## src/design/b64d_pkg.sv

```systemverilog
// shared types, constants and the character decode function of the base64 decoder
// no dependencies
package b64d_pkg;

  localparam logic [7:0] PAD_CHAR   = 8'd61;
  localparam logic [6:0] BAD_SEXTET = 7'd64;

  typedef enum logic [1:0] {
    ST_OK       = 2'd0,
    ST_LENGTH   = 2'd1,
    ST_BAD_CHAR = 2'd2
  } status_t;

  // one queued group: up to three bytes, or a status-only result when nbytes is 0
  typedef struct packed {
    logic [2:0][7:0] bytes;
    logic [1:0]      nbytes;
    logic            eos;
    status_t         status;
  } group_t;

  function automatic logic [6:0] sextet_of(input logic [7:0] c);
    logic [6:0] s;
    s = BAD_SEXTET;
    if (c >= 8'd65 && c <= 8'd90) begin
      s = 7'(c - 8'd65);
    end else if (c >= 8'd97 && c <= 8'd122) begin
      s = 7'(c - 8'd71);
    end else if (c >= 8'd48 && c <= 8'd57) begin
      s = 7'(c + 8'd4);
    end else if (c == 8'd43) begin
      s = 7'd62;
    end else if (c == 8'd47) begin
      s = 7'd63;
    end
    return s;
  endfunction

endpackage

```

## src/design/b64d_in_if.sv

```systemverilog
// input channel of the base64 decoder: one character per transaction
// no dependencies
interface b64d_in_if;
  logic       valid;
  logic       ready;
  logic [7:0] char_in;
  logic       last_char;

  modport source (output valid, output char_in, output last_char, input ready);
  modport sink   (input valid, input char_in, input last_char, output ready);
endinterface

```

## src/design/b64d_out_if.sv

```systemverilog
// output channel of the base64 decoder: one byte or status per transaction
// no dependencies
interface b64d_out_if;
  logic       valid;
  logic       ready;
  logic [7:0] data_byte;
  logic       byte_valid;
  logic       end_of_string;
  logic [1:0] status;

  modport source (output valid, output data_byte, output byte_valid,
                  output end_of_string, output status, input ready);
  modport sink   (input valid, input data_byte, input byte_valid,
                  input end_of_string, input status, output ready);
endinterface

```

## src/design/b64d_front.sv

```systemverilog
// front end: accepts characters, tracks group position and errors, builds groups
// depends on b64d_pkg and b64d_in_if
module b64d_front import b64d_pkg::*; (
  input  logic        clk,
  input  logic        rst,
  b64d_in_if.sink     in_ch,
  input  logic        q_full,
  output logic        push,
  output group_t      push_group
);

  logic [1:0]      pos;
  logic [2:0][6:0] held;
  logic            third_is_pad;
  logic            error_seen;

  logic [6:0] s;
  logic       pad;
  logic       err;
  logic       accept;
  logic [5:0] a, b, d, e;
  logic [1:0] cnt;

  assign in_ch.ready = !q_full;
  assign accept      = in_ch.valid && in_ch.ready;

  always_comb begin
    s   = sextet_of(in_ch.char_in);
    pad = (in_ch.char_in == PAD_CHAR);
    err = error_seen;
    if (s == BAD_SEXTET && !pad) err = 1'b1;
    if (pad && pos < 2'd2) err = 1'b1;
    if (pad && pos == 2'd3 && !in_ch.last_char) err = 1'b1;
    if (pos == 2'd3 && third_is_pad && !pad) err = 1'b1;

    a = held[0][5:0];
    b = held[1][5:0];
    d = held[2][5:0];
    e = s[5:0];
    cnt = third_is_pad ? 2'd1 : (pad ? 2'd2 : 2'd3);

    push_group.bytes[0] = {a, b[5:4]};
    push_group.bytes[1] = {b[3:0], d[5:2]};
    push_group.bytes[2] = {d[1:0], e};
    push_group.nbytes   = cnt;
    push_group.eos      = in_ch.last_char;
    push_group.status   = ST_OK;
    if (in_ch.last_char) begin
      if (pos != 2'd3) begin
        push_group.nbytes = 2'd0;
        push_group.status = ST_LENGTH;
      end else if (err) begin
        push_group.nbytes = 2'd0;
        push_group.status = ST_BAD_CHAR;
      end
    end
    push = accept && ((pos == 2'd3 && !err) || in_ch.last_char);
  end

  always_ff @(posedge clk) begin
    if (rst) begin
      pos          <= 2'd0;
      held         <= '0;
      third_is_pad <= 1'b0;
      error_seen   <= 1'b0;
    end else if (accept) begin
      if (in_ch.last_char) begin
        pos          <= 2'd0;
        held         <= '0;
        third_is_pad <= 1'b0;
        error_seen   <= 1'b0;
      end else begin
        case (pos)
          2'd0: held[0] <= s;
          2'd1: held[1] <= s;
          2'd2: begin
            held[2]      <= s;
            third_is_pad <= pad;
          end
          default: third_is_pad <= 1'b0;
        endcase
        pos        <= pos + 2'd1;
        error_seen <= err;
      end
    end
  end

endmodule

```

## src/design/b64d_queue.sv

```systemverilog
// short group queue between the front and back ends
// depends on b64d_pkg
module b64d_queue import b64d_pkg::*; #(
  parameter int DEPTH = 4
) (
  input  logic   clk,
  input  logic   rst,
  input  logic   push,
  input  group_t push_group,
  input  logic   pop,
  output logic   full,
  output logic   not_empty,
  output group_t head
);

  localparam int PTR_W = $clog2(DEPTH);
  localparam int CNT_W = $clog2(DEPTH + 1);

  group_t             slots [DEPTH];
  logic [PTR_W-1:0]   wr_ptr;
  logic [PTR_W-1:0]   rd_ptr;
  logic [CNT_W-1:0]   count;

  assign full      = (count == CNT_W'(DEPTH));
  assign not_empty = (count != '0);
  assign head      = slots[rd_ptr];

  always_ff @(posedge clk) begin
    if (push) slots[wr_ptr] <= push_group;
  end

  always_ff @(posedge clk) begin
    if (rst) begin
      wr_ptr <= '0;
      rd_ptr <= '0;
      count  <= '0;
    end else begin
      if (push) wr_ptr <= (wr_ptr == PTR_W'(DEPTH - 1)) ? '0 : wr_ptr + PTR_W'(1);
      if (pop)  rd_ptr <= (rd_ptr == PTR_W'(DEPTH - 1)) ? '0 : rd_ptr + PTR_W'(1);
      if (push && !pop) count <= count + CNT_W'(1);
      else if (pop && !push) count <= count - CNT_W'(1);
    end
  end

endmodule

```

## src/design/b64d_back.sv

```systemverilog
// back end: splits queued groups into byte and status results, registered output
// depends on b64d_pkg and b64d_out_if
module b64d_back import b64d_pkg::*; (
  input  logic        clk,
  input  logic        rst,
  input  logic        not_empty,
  input  group_t      head,
  output logic        pop,
  b64d_out_if.source  out_ch
);

  logic [1:0] idx;
  logic [1:0] last_idx;
  logic       load;
  logic       at_last;
  logic [7:0] sel_byte;

  always_comb begin
    last_idx = (head.nbytes == 2'd0) ? 2'd0 : head.nbytes - 2'd1;
    at_last  = (idx == last_idx);
    load     = not_empty && (!out_ch.valid || out_ch.ready);
    pop      = load && at_last;
    case (idx)
      2'd0:    sel_byte = head.bytes[0];
      2'd1:    sel_byte = head.bytes[1];
      default: sel_byte = head.bytes[2];
    endcase
  end

  always_ff @(posedge clk) begin
    if (rst) begin
      idx          <= 2'd0;
      out_ch.valid <= 1'b0;
    end else begin
      if (load) begin
        out_ch.valid <= 1'b1;
        idx          <= at_last ? 2'd0 : idx + 2'd1;
      end else if (out_ch.ready) begin
        out_ch.valid <= 1'b0;
      end
    end
  end

  // payload needs no reset
  always_ff @(posedge clk) begin
    if (load) begin
      if (head.nbytes == 2'd0) begin
        out_ch.data_byte  <= 8'd0;
        out_ch.byte_valid <= 1'b0;
      end else begin
        out_ch.data_byte  <= sel_byte;
        out_ch.byte_valid <= 1'b1;
      end
      out_ch.end_of_string <= head.eos && at_last;
      out_ch.status        <= head.status;
    end
  end

endmodule

```

## src/design/base64_stream_decoder_top.sv

```systemverilog
// top level of the streaming base64 decoder
// depends on b64d_pkg, b64d_in_if, b64d_out_if, b64d_front, b64d_queue, b64d_back
//
// Usage:
//   in_ch carries one base64 character per transaction (char_in), with
//   last_char high on the final character of a string. out_ch carries one
//   result per transaction: a decoded byte (byte_valid high) or a status-only
//   result. end_of_string marks the final result of a string; status is then
//   ok, length error or invalid character. Bytes sent before an error status
//   should be dropped by the consumer.
// Timing:
//   one character is taken per cycle while the queue is not full. A group is
//   written into the queue, then its bytes leave the output register one per
//   cycle while out_ch is ready. Four characters give at most three results,
//   so the byte serializer keeps up with the input.
// Reset and stall:
//   synchronous rst clears group position, error flag, queue and output valid.
//   When out_ch stalls the output register holds, groups gather in a queue of
//   QUEUE_DEPTH entries, and in_ch.ready drops only when that queue is full.
module base64_stream_decoder_top import b64d_pkg::*; #(
  parameter int QUEUE_DEPTH = 4
) (
  input  logic        clk,
  input  logic        rst,
  b64d_in_if.sink     in_ch,
  b64d_out_if.source  out_ch
);

  logic   q_full;
  logic   q_not_empty;
  logic   push;
  logic   pop;
  group_t push_group;
  group_t head;

  b64d_front u_front (
    .clk        (clk),
    .rst        (rst),
    .in_ch      (in_ch),
    .q_full     (q_full),
    .push       (push),
    .push_group (push_group)
  );

  b64d_queue #(.DEPTH(QUEUE_DEPTH)) u_queue (
    .clk        (clk),
    .rst        (rst),
    .push       (push),
    .push_group (push_group),
    .pop        (pop),
    .full       (q_full),
    .not_empty  (q_not_empty),
    .head       (head)
  );

  b64d_back u_back (
    .clk       (clk),
    .rst       (rst),
    .not_empty (q_not_empty),
    .head      (head),
    .pop       (pop),
    .out_ch    (out_ch)
  );

endmodule
```

## src/flat_wrapper.sv

```systemverilog
// flat-port wrapper written by rule: the top's interface ports become plain ports
module base64_stream_decoder_top_flat import b64d_pkg::*;
#(
  parameter int QUEUE_DEPTH = 4
)
  (clk, rst, in_ch_valid, in_ch_char_in, in_ch_last_char, in_ch_ready, out_ch_valid, out_ch_data_byte, out_ch_byte_valid, out_ch_end_of_string, out_ch_status, out_ch_ready);
  b64d_in_if in_ch_i ();
  b64d_out_if out_ch_i ();
  input  logic clk;
  input  logic rst;
  input wire logic [$bits(in_ch_i.valid)-1:0] in_ch_valid;
  input wire logic [$bits(in_ch_i.char_in)-1:0] in_ch_char_in;
  input wire logic [$bits(in_ch_i.last_char)-1:0] in_ch_last_char;
  output wire logic [$bits(in_ch_i.ready)-1:0] in_ch_ready;
  output wire logic [$bits(out_ch_i.valid)-1:0] out_ch_valid;
  output wire logic [$bits(out_ch_i.data_byte)-1:0] out_ch_data_byte;
  output wire logic [$bits(out_ch_i.byte_valid)-1:0] out_ch_byte_valid;
  output wire logic [$bits(out_ch_i.end_of_string)-1:0] out_ch_end_of_string;
  output wire logic [$bits(out_ch_i.status)-1:0] out_ch_status;
  input wire logic [$bits(out_ch_i.ready)-1:0] out_ch_ready;
  assign in_ch_i.valid = in_ch_valid;
  assign in_ch_i.char_in = in_ch_char_in;
  assign in_ch_i.last_char = in_ch_last_char;
  assign in_ch_ready = in_ch_i.ready;
  assign out_ch_valid = out_ch_i.valid;
  assign out_ch_data_byte = out_ch_i.data_byte;
  assign out_ch_byte_valid = out_ch_i.byte_valid;
  assign out_ch_end_of_string = out_ch_i.end_of_string;
  assign out_ch_status = out_ch_i.status;
  assign out_ch_i.ready = out_ch_ready;
  base64_stream_decoder_top #(.QUEUE_DEPTH(QUEUE_DEPTH)) u_core (.clk(clk), .rst(rst), .in_ch(in_ch_i), .out_ch(out_ch_i));
endmodule
```

## config.mk

```make
export PLATFORM = sky130hd
export DESIGN_NAME = base64_stream_decoder_top_flat
export DESIGN_NICKNAME = d
export VERILOG_FILES = /design/src/design/b64d_pkg.sv /design/src/design/b64d_in_if.sv /design/src/design/b64d_out_if.sv /design/src/design/b64d_front.sv /design/src/design/b64d_queue.sv /design/src/design/b64d_back.sv /design/src/design/base64_stream_decoder_top.sv /design/src/flat_wrapper.sv
export SDC_FILE = /design/constraint.sdc
export NUM_CORES = 1
export LEC_CHECK = 0
export ABC_AREA = 0
export BUFFER_PORTS_ARGS = -buffer_cell sky130_fd_sc_hd__buf_2
export CORE_UTILIZATION = 45
export CTS_CLUSTER_SIZE = 12
export DETAILED_ROUTE_END_ITERATION = 8
export RECOVER_POWER = 25
export SLEW_MARGIN = 5
export SYNTH_ARGS = -nofsm -noshare
export SYNTH_HDL_FRONTEND = slang
export SYNTH_SLANG_ARGS = --single-unit
```

## constraint.sdc

```tcl
create_clock -name clk -period 4.85 [get_ports clk]
set_input_delay 0 -clock clk [delete_from_list [all_inputs] [get_ports clk]]
set_output_delay 0 -clock clk [all_outputs]
set_load 0.05 [all_outputs]
```

**Word level (Yosys, flattened, before mapping)**

Memories as Yosys holds them, arrays and structs flattened. A register that Yosys moved wholly into a read port is not among the register bits.
Index checks and enable logic that the tools add are counted.

- Reduce and logical (&&, ||, !) cells: 40
- $mul: 0
- Div/mod/pow operators: 0
- Equal/unequal tests: 14
- Shifts and indexed selects: 0
- Bitwise gates (word level): 0
- Muxes and demuxes: 39
- $lt $le $gt $ge: 7
- Add/subtract/negate cells: 10

Operators with widths:

| cell | count |
|---|---|
| 7-bit two-way mux | 7 |
| 2-bit two-way mux | 14 |
| 8-bit by 6-bit == test with 1-bit output, second input constant | 3 |
| 20-bit two-way mux | 1 |
| 1-bit logical AND | 17 |
| 8-bit by 7-bit >= comparator with 1-bit output, second input constant | 2 |
| 8-bit by 7-bit less-or-equal comparator with 1-bit output, second input constant | 2 |
| 8-bit case mux with 2 select lines | 1 |
| 7-bit subtractor, second input constant | 2 |
| 1-bit two-way mux | 12 |
| 2-bit nonzero test | 5 |
| 2-bit by 1-bit adder with 2-bit output, second input constant | 4 |
| 2-bit == test, second input constant | 4 |
| 8-bit by 6-bit >= comparator with 1-bit output, second input constant | 1 |
| 8-bit by 6-bit less-or-equal comparator with 1-bit output, second input constant | 1 |
| 2-bit AND reduction | 4 |
| 7-bit by 3-bit adder with 7-bit output, second input constant | 1 |
| 7-bit == test, second input constant | 1 |
| 1-bit zero test | 7 |
| 2-bit zero test | 3 |
| 3-bit two-way mux | 2 |
| 6-bit two-way mux | 1 |
| 2-bit by 1-bit == test with 1-bit output, second input constant | 2 |
| 3-bit by 1-bit adder with 3-bit output, second input constant | 1 |
| 11 further kinds | 12 |

- Memory bits (writable): 116
- Bits in read-only memories: 0
- Register bits: 44
- Bits of input ports: 13
- Output and inout port bits: 14
- Memories kept: 1
- Latch bits: 0

Memory list:

| memory | depth | bits a word | rd ports | clocked after Yosys merged registers in | wr ports | line | source |
|---|---|---|---|---|---|---|---|
| u_core.u_queue.slots | 4 | 29 | 1 | 1 | 1 | b64d_queue.sv:19 | `group_t slots [DEPTH];` |

**Longest topological paths before layout**

- Word-level depth: 20
- Mapped depth: 13
- Depth with buffers taken out: 12

**Cells and area by module**

Synthesis repeated with hierarchy kept, for this count alone.

- Cell total of the unflattened synthesis: 478
- Area, all modules: 7123.1 µm²

Modules (own cells, without submodules):

| module | cells an instance | times used | area an instance (µm²) |
|---|---|---|---|
| b64d_queue | 195 | 1 | 4634.4 |
| b64d_front | 217 | 1 | 1749.2 |
| b64d_back | 66 | 1 | 739.5 |

**Worst setup path after synthesis**

Ideal clock, no wire load.

- Path kind: flip-flop to flip-flop
- Start point: register with a tool-made name
- End point: register u_core.u_queue.count[2]
- Data arrival time: 2849 ps
- Stages on the path, launching flop included: 13
- Slack: 1931 ps
- Clock period less this slack: 2919 ps
- Path buffers: 1
- Cell sequence: dfxtp_1 > buf_6 > mux4_2 > and4_4 > nor3_4 > nor2_4 > inv_1 > ha_1 > inv_1 > fa_1 > xor2_1 > or3_1 > a21oi_1

RTL lines:

| item | line | source |
|---|---|---|
| end signal: assignment | b64d_queue.sv:40 | `if (push && !pop) count <= count + CNT_W'(1);` |
| end signal: assignment | b64d_queue.sv:41 | `else if (pop && !push) count <= count - CNT_W'(1);` |
| end: declaration | b64d_queue.sv:22 | `logic [CNT_W-1:0] count;` |

==> reports/metrics.yaml <==
fillCellCount: 1247
synth_ff_type: "edfxtp_1"
hold_class: "input pin to register"
status: "finished, final reports clean"
syn_inst: 452
fin_nets: 524
period_share_pct: 68.4
synth_fa_ha_area_share_pct: 3.86
rows: 45
worst_setup_path_end_kind: "register"
p_leak_nw: 2.79
critPathSlowestCell: "dfxtp_1"
grt_pass1_vias: 3982
total_power_w: 0.00410
path_class: "register to register"
cp_max_fo: 25
cts.sink_count: 162
wl_um: 14000
die_w_um: 127
setup_viol: 0
design_area_mm2: 0.00799
maxCapViolations: 0
antenna_found_initial: 0
relSlewSlack_pct: 35.6
num_antenna_cells: 0
synth.cell_area_mm2: 0.00700
rsz0062_at_grt: "no"
fin_util_pct: 52.5
crit_chain: "buf_4, mux4_2, and4_4, nor3_4, nor2_4, inv_1, ha_1, inv_1, fa_1, xor2_1, or3_1, a21oi_1"
dr.pass1.iters: 5
start_kind: "register"
timing.fmax_mhz: 301
floorplan.initialDensity_pct: 46.1
synth_area_leaders: "edfxtp_1 (55%), dfxtp_1 (9.7%), mux4_2 (7.7%), ha_1 (3.6%), mux4_1 (1.9%)"
areaGrowthSynthToFinish_pct: 14.0
ir_worst_vdd_v: 0.000287
clock_latency_ns: 0.42
syn_area_per_cell_um2: 15.5
yosysSeqAreaShare_pct: 64.6
cts_buffers: 17
synth_top_area_share_pct: 54.9
final_cell_mix: "edfxtp_1 (128), dfxtp_1 (33), nand2_1 (26)"
post_cts_resized: 0
grt-ovfl-total: 0
cpMostUsedCell: "inv_1"
synth_top_area_cell: "edfxtp_1"
synth_warnings: 0
grt_usage_pct: 18.8
max_stage_delay_ns: 0.47
synthXorXnorAreaFrac_pct: 0.250
tritoncts: "built"
r2r_slack_ns: 1.53
ios: 27
drtIter0Drc: 250
cp.required_ns: 5.20
synth_compound_area_share_pct: 8.47
setup_tns_ns: 0
wire_per_inst_um: 20.3
synthSimpleGateAreaFrac_pct: 9.61
route.detailed.drc: 0
synth_nets: 486
cp.arrival_ns: 3.67
post-route-min-period_ns: 3.32
drive_above_1_share_pct: 23.3
power.density_mw_per_mm2: 514
final-max-slew-violation-count: 0
fp.dieH_um: 127
final_common_cell: "edfxtp_1"
synth_top_family_by_area: "multiplexers"
clock_skew_ns: 0.00931
vias: 4001
port_buffers: 26
ant_nets: 0
post-dp-hpwl_um: 8630
grt_max_degree: 36
viasPerCell: 5.79
ys_types: 70
synth_seq_cells: 162
htree_num_levels: 4
clockBufferDepth: 2
gp_congestion: 0.844
clkTransAtPathRegs_ns: 0.06
root_buffer: "clkbuf_16"
grt_pass1_wl_um: 22300
synth-edff-count: 128
coreArea_mm2: 0.0152
async_reset_ff_share_pct: 0
hold_viol: 0
tightest_slew_ns: 0.960
placed_cell_area_mm2: 0.00734
die-area_mm2: 0.0161
muxShareOfSynthArea_pct: 10.8
[power by group]
group	internal, W	switching (W)	leakage [nW]	total [W]
sequential	0.00165	0.0000761	1.48	0.00173
combinational	0.000349	0.000655	1.00	0.00100
clock	0.000867	0.000501	0.309	0.00137
[Yosys cell counts, types with 3 or more instances]
cell type	number
nor3_1	4
nand4_1	3
nand3_1	7
buf_1	3
a22oi_1	8
buf_2	3
edfxtp_1	128
mux2i_1	5
dfxtp_1	34
ha_1	20
mux4_2	24
o21ai_1	8
nand2_1	26
o21ai_0	11
or3_1	6
clkbuf_1	7
and2_1	5
mux2_2	3
inv_1	20
nand3b_1	14
mux4_1	5
nor2_1	18
nand2b_1	3
nor2b_1	6
a21oi_1	23
and3_1	3
a31oi_1	4
[state kept, by name, summed over array words and instances, names as in the netlist, 2 cells and up, named ones only]
register                        flops
u_core.u_back.idx                   2
u_core.u_back.out_ch.data_byte      8
u_core.u_back.out_ch.status         2
u_core.u_front.pos                  2
u_core.u_front.push_group          18
u_core.u_queue.count                3
u_core.u_queue.rd_ptr               2
u_core.u_queue.slots              116
u_core.u_queue.wr_ptr               2
[what timing repair did]
item	CTS	global route
endpoints found under the hold margin	5	0
hold buffers	2	0
buffers inserted	0	0
endpoints found under the setup margin	0	0
[cell families after synthesis]
kind of cell,Yosys count
AND/OR/NAND/NOR,109
multiplexers,37
XOR/XNOR,2
flip-flops,162
buffers and inverters,38
adder cells (fa/ha/maj),21
AO/OA/AOI/OAI,83
[metal layers]
| layer | vias up | part of all wire [%] | wire length, um | global-route usage [%] |
|---|---|---|---|---|
| met4 | 0 | 0.99 | 138 | 6.09 |
| met3 | 13 | 4.0 | 561 | 4.05 |
| met1 | 2039 | 44 | 6200 | 23.9 |
| met2 | 110 | 51 | 7100 | 32.0 |
| met5 | - | 0 | 0 | 0 |
| li1 | 1839 | - | - | - |
[worst max-delay path, delay by kind of cell (launching register included)]
family / cells / cell delay [ns]
DFF: 1 / 0.47
adders and majority gates: 2 / 0.61
AOI/OAI and AO/OA: 1 / 0.15
buffers and inverters: 3 / 0.55
xor gates and xnor gates: 1 / 0.18
muxes: 1 / 0.42
and+or+nand+nor: 4 / 0.86
[metrics by stage]
stage | hold WS [ns] | setup WS, ns | std cells
after floorplan | 0.0989 | 1.93 | 452
after global placement | 0.267 | 1.63 | 657
after detailed placement | 0.275 | 1.55 | 657
after CTS | 0.00223 | 1.51 | 691
after global routing | 0.131 | 1.34 | 691
final | 0.114 | 1.53 | 691
[final timing paths]
check                                          start                                  endpoint  depth (start not counted)
max                                         register      u_core.u_queue.count[2]$_SDFFE_PP0P_                         12
min reg2reg  u_core.u_back.out_ch.valid$_SDFFE_PP0P_   u_core.u_back.out_ch.valid$_SDFFE_PP0P_                          2
max reg2reg                                 register      u_core.u_queue.count[2]$_SDFFE_PP0P_                         12
min                                              rst  u_core.u_front.third_is_pad$_SDFFE_PP0P_                          2
[final cells by class]
class                      count  area, um^2  area share, %
timing repair buffer          36         209           2.62
clock inverter                 8        95.1           1.19
clock buffer                  24         533           6.67
sequential                   162        4530           56.7
tap                          188         235           2.95
multi-input combinational    252        2310           28.9
inverter                      21        78.8          0.987
(Power assumes the default switching activity.)
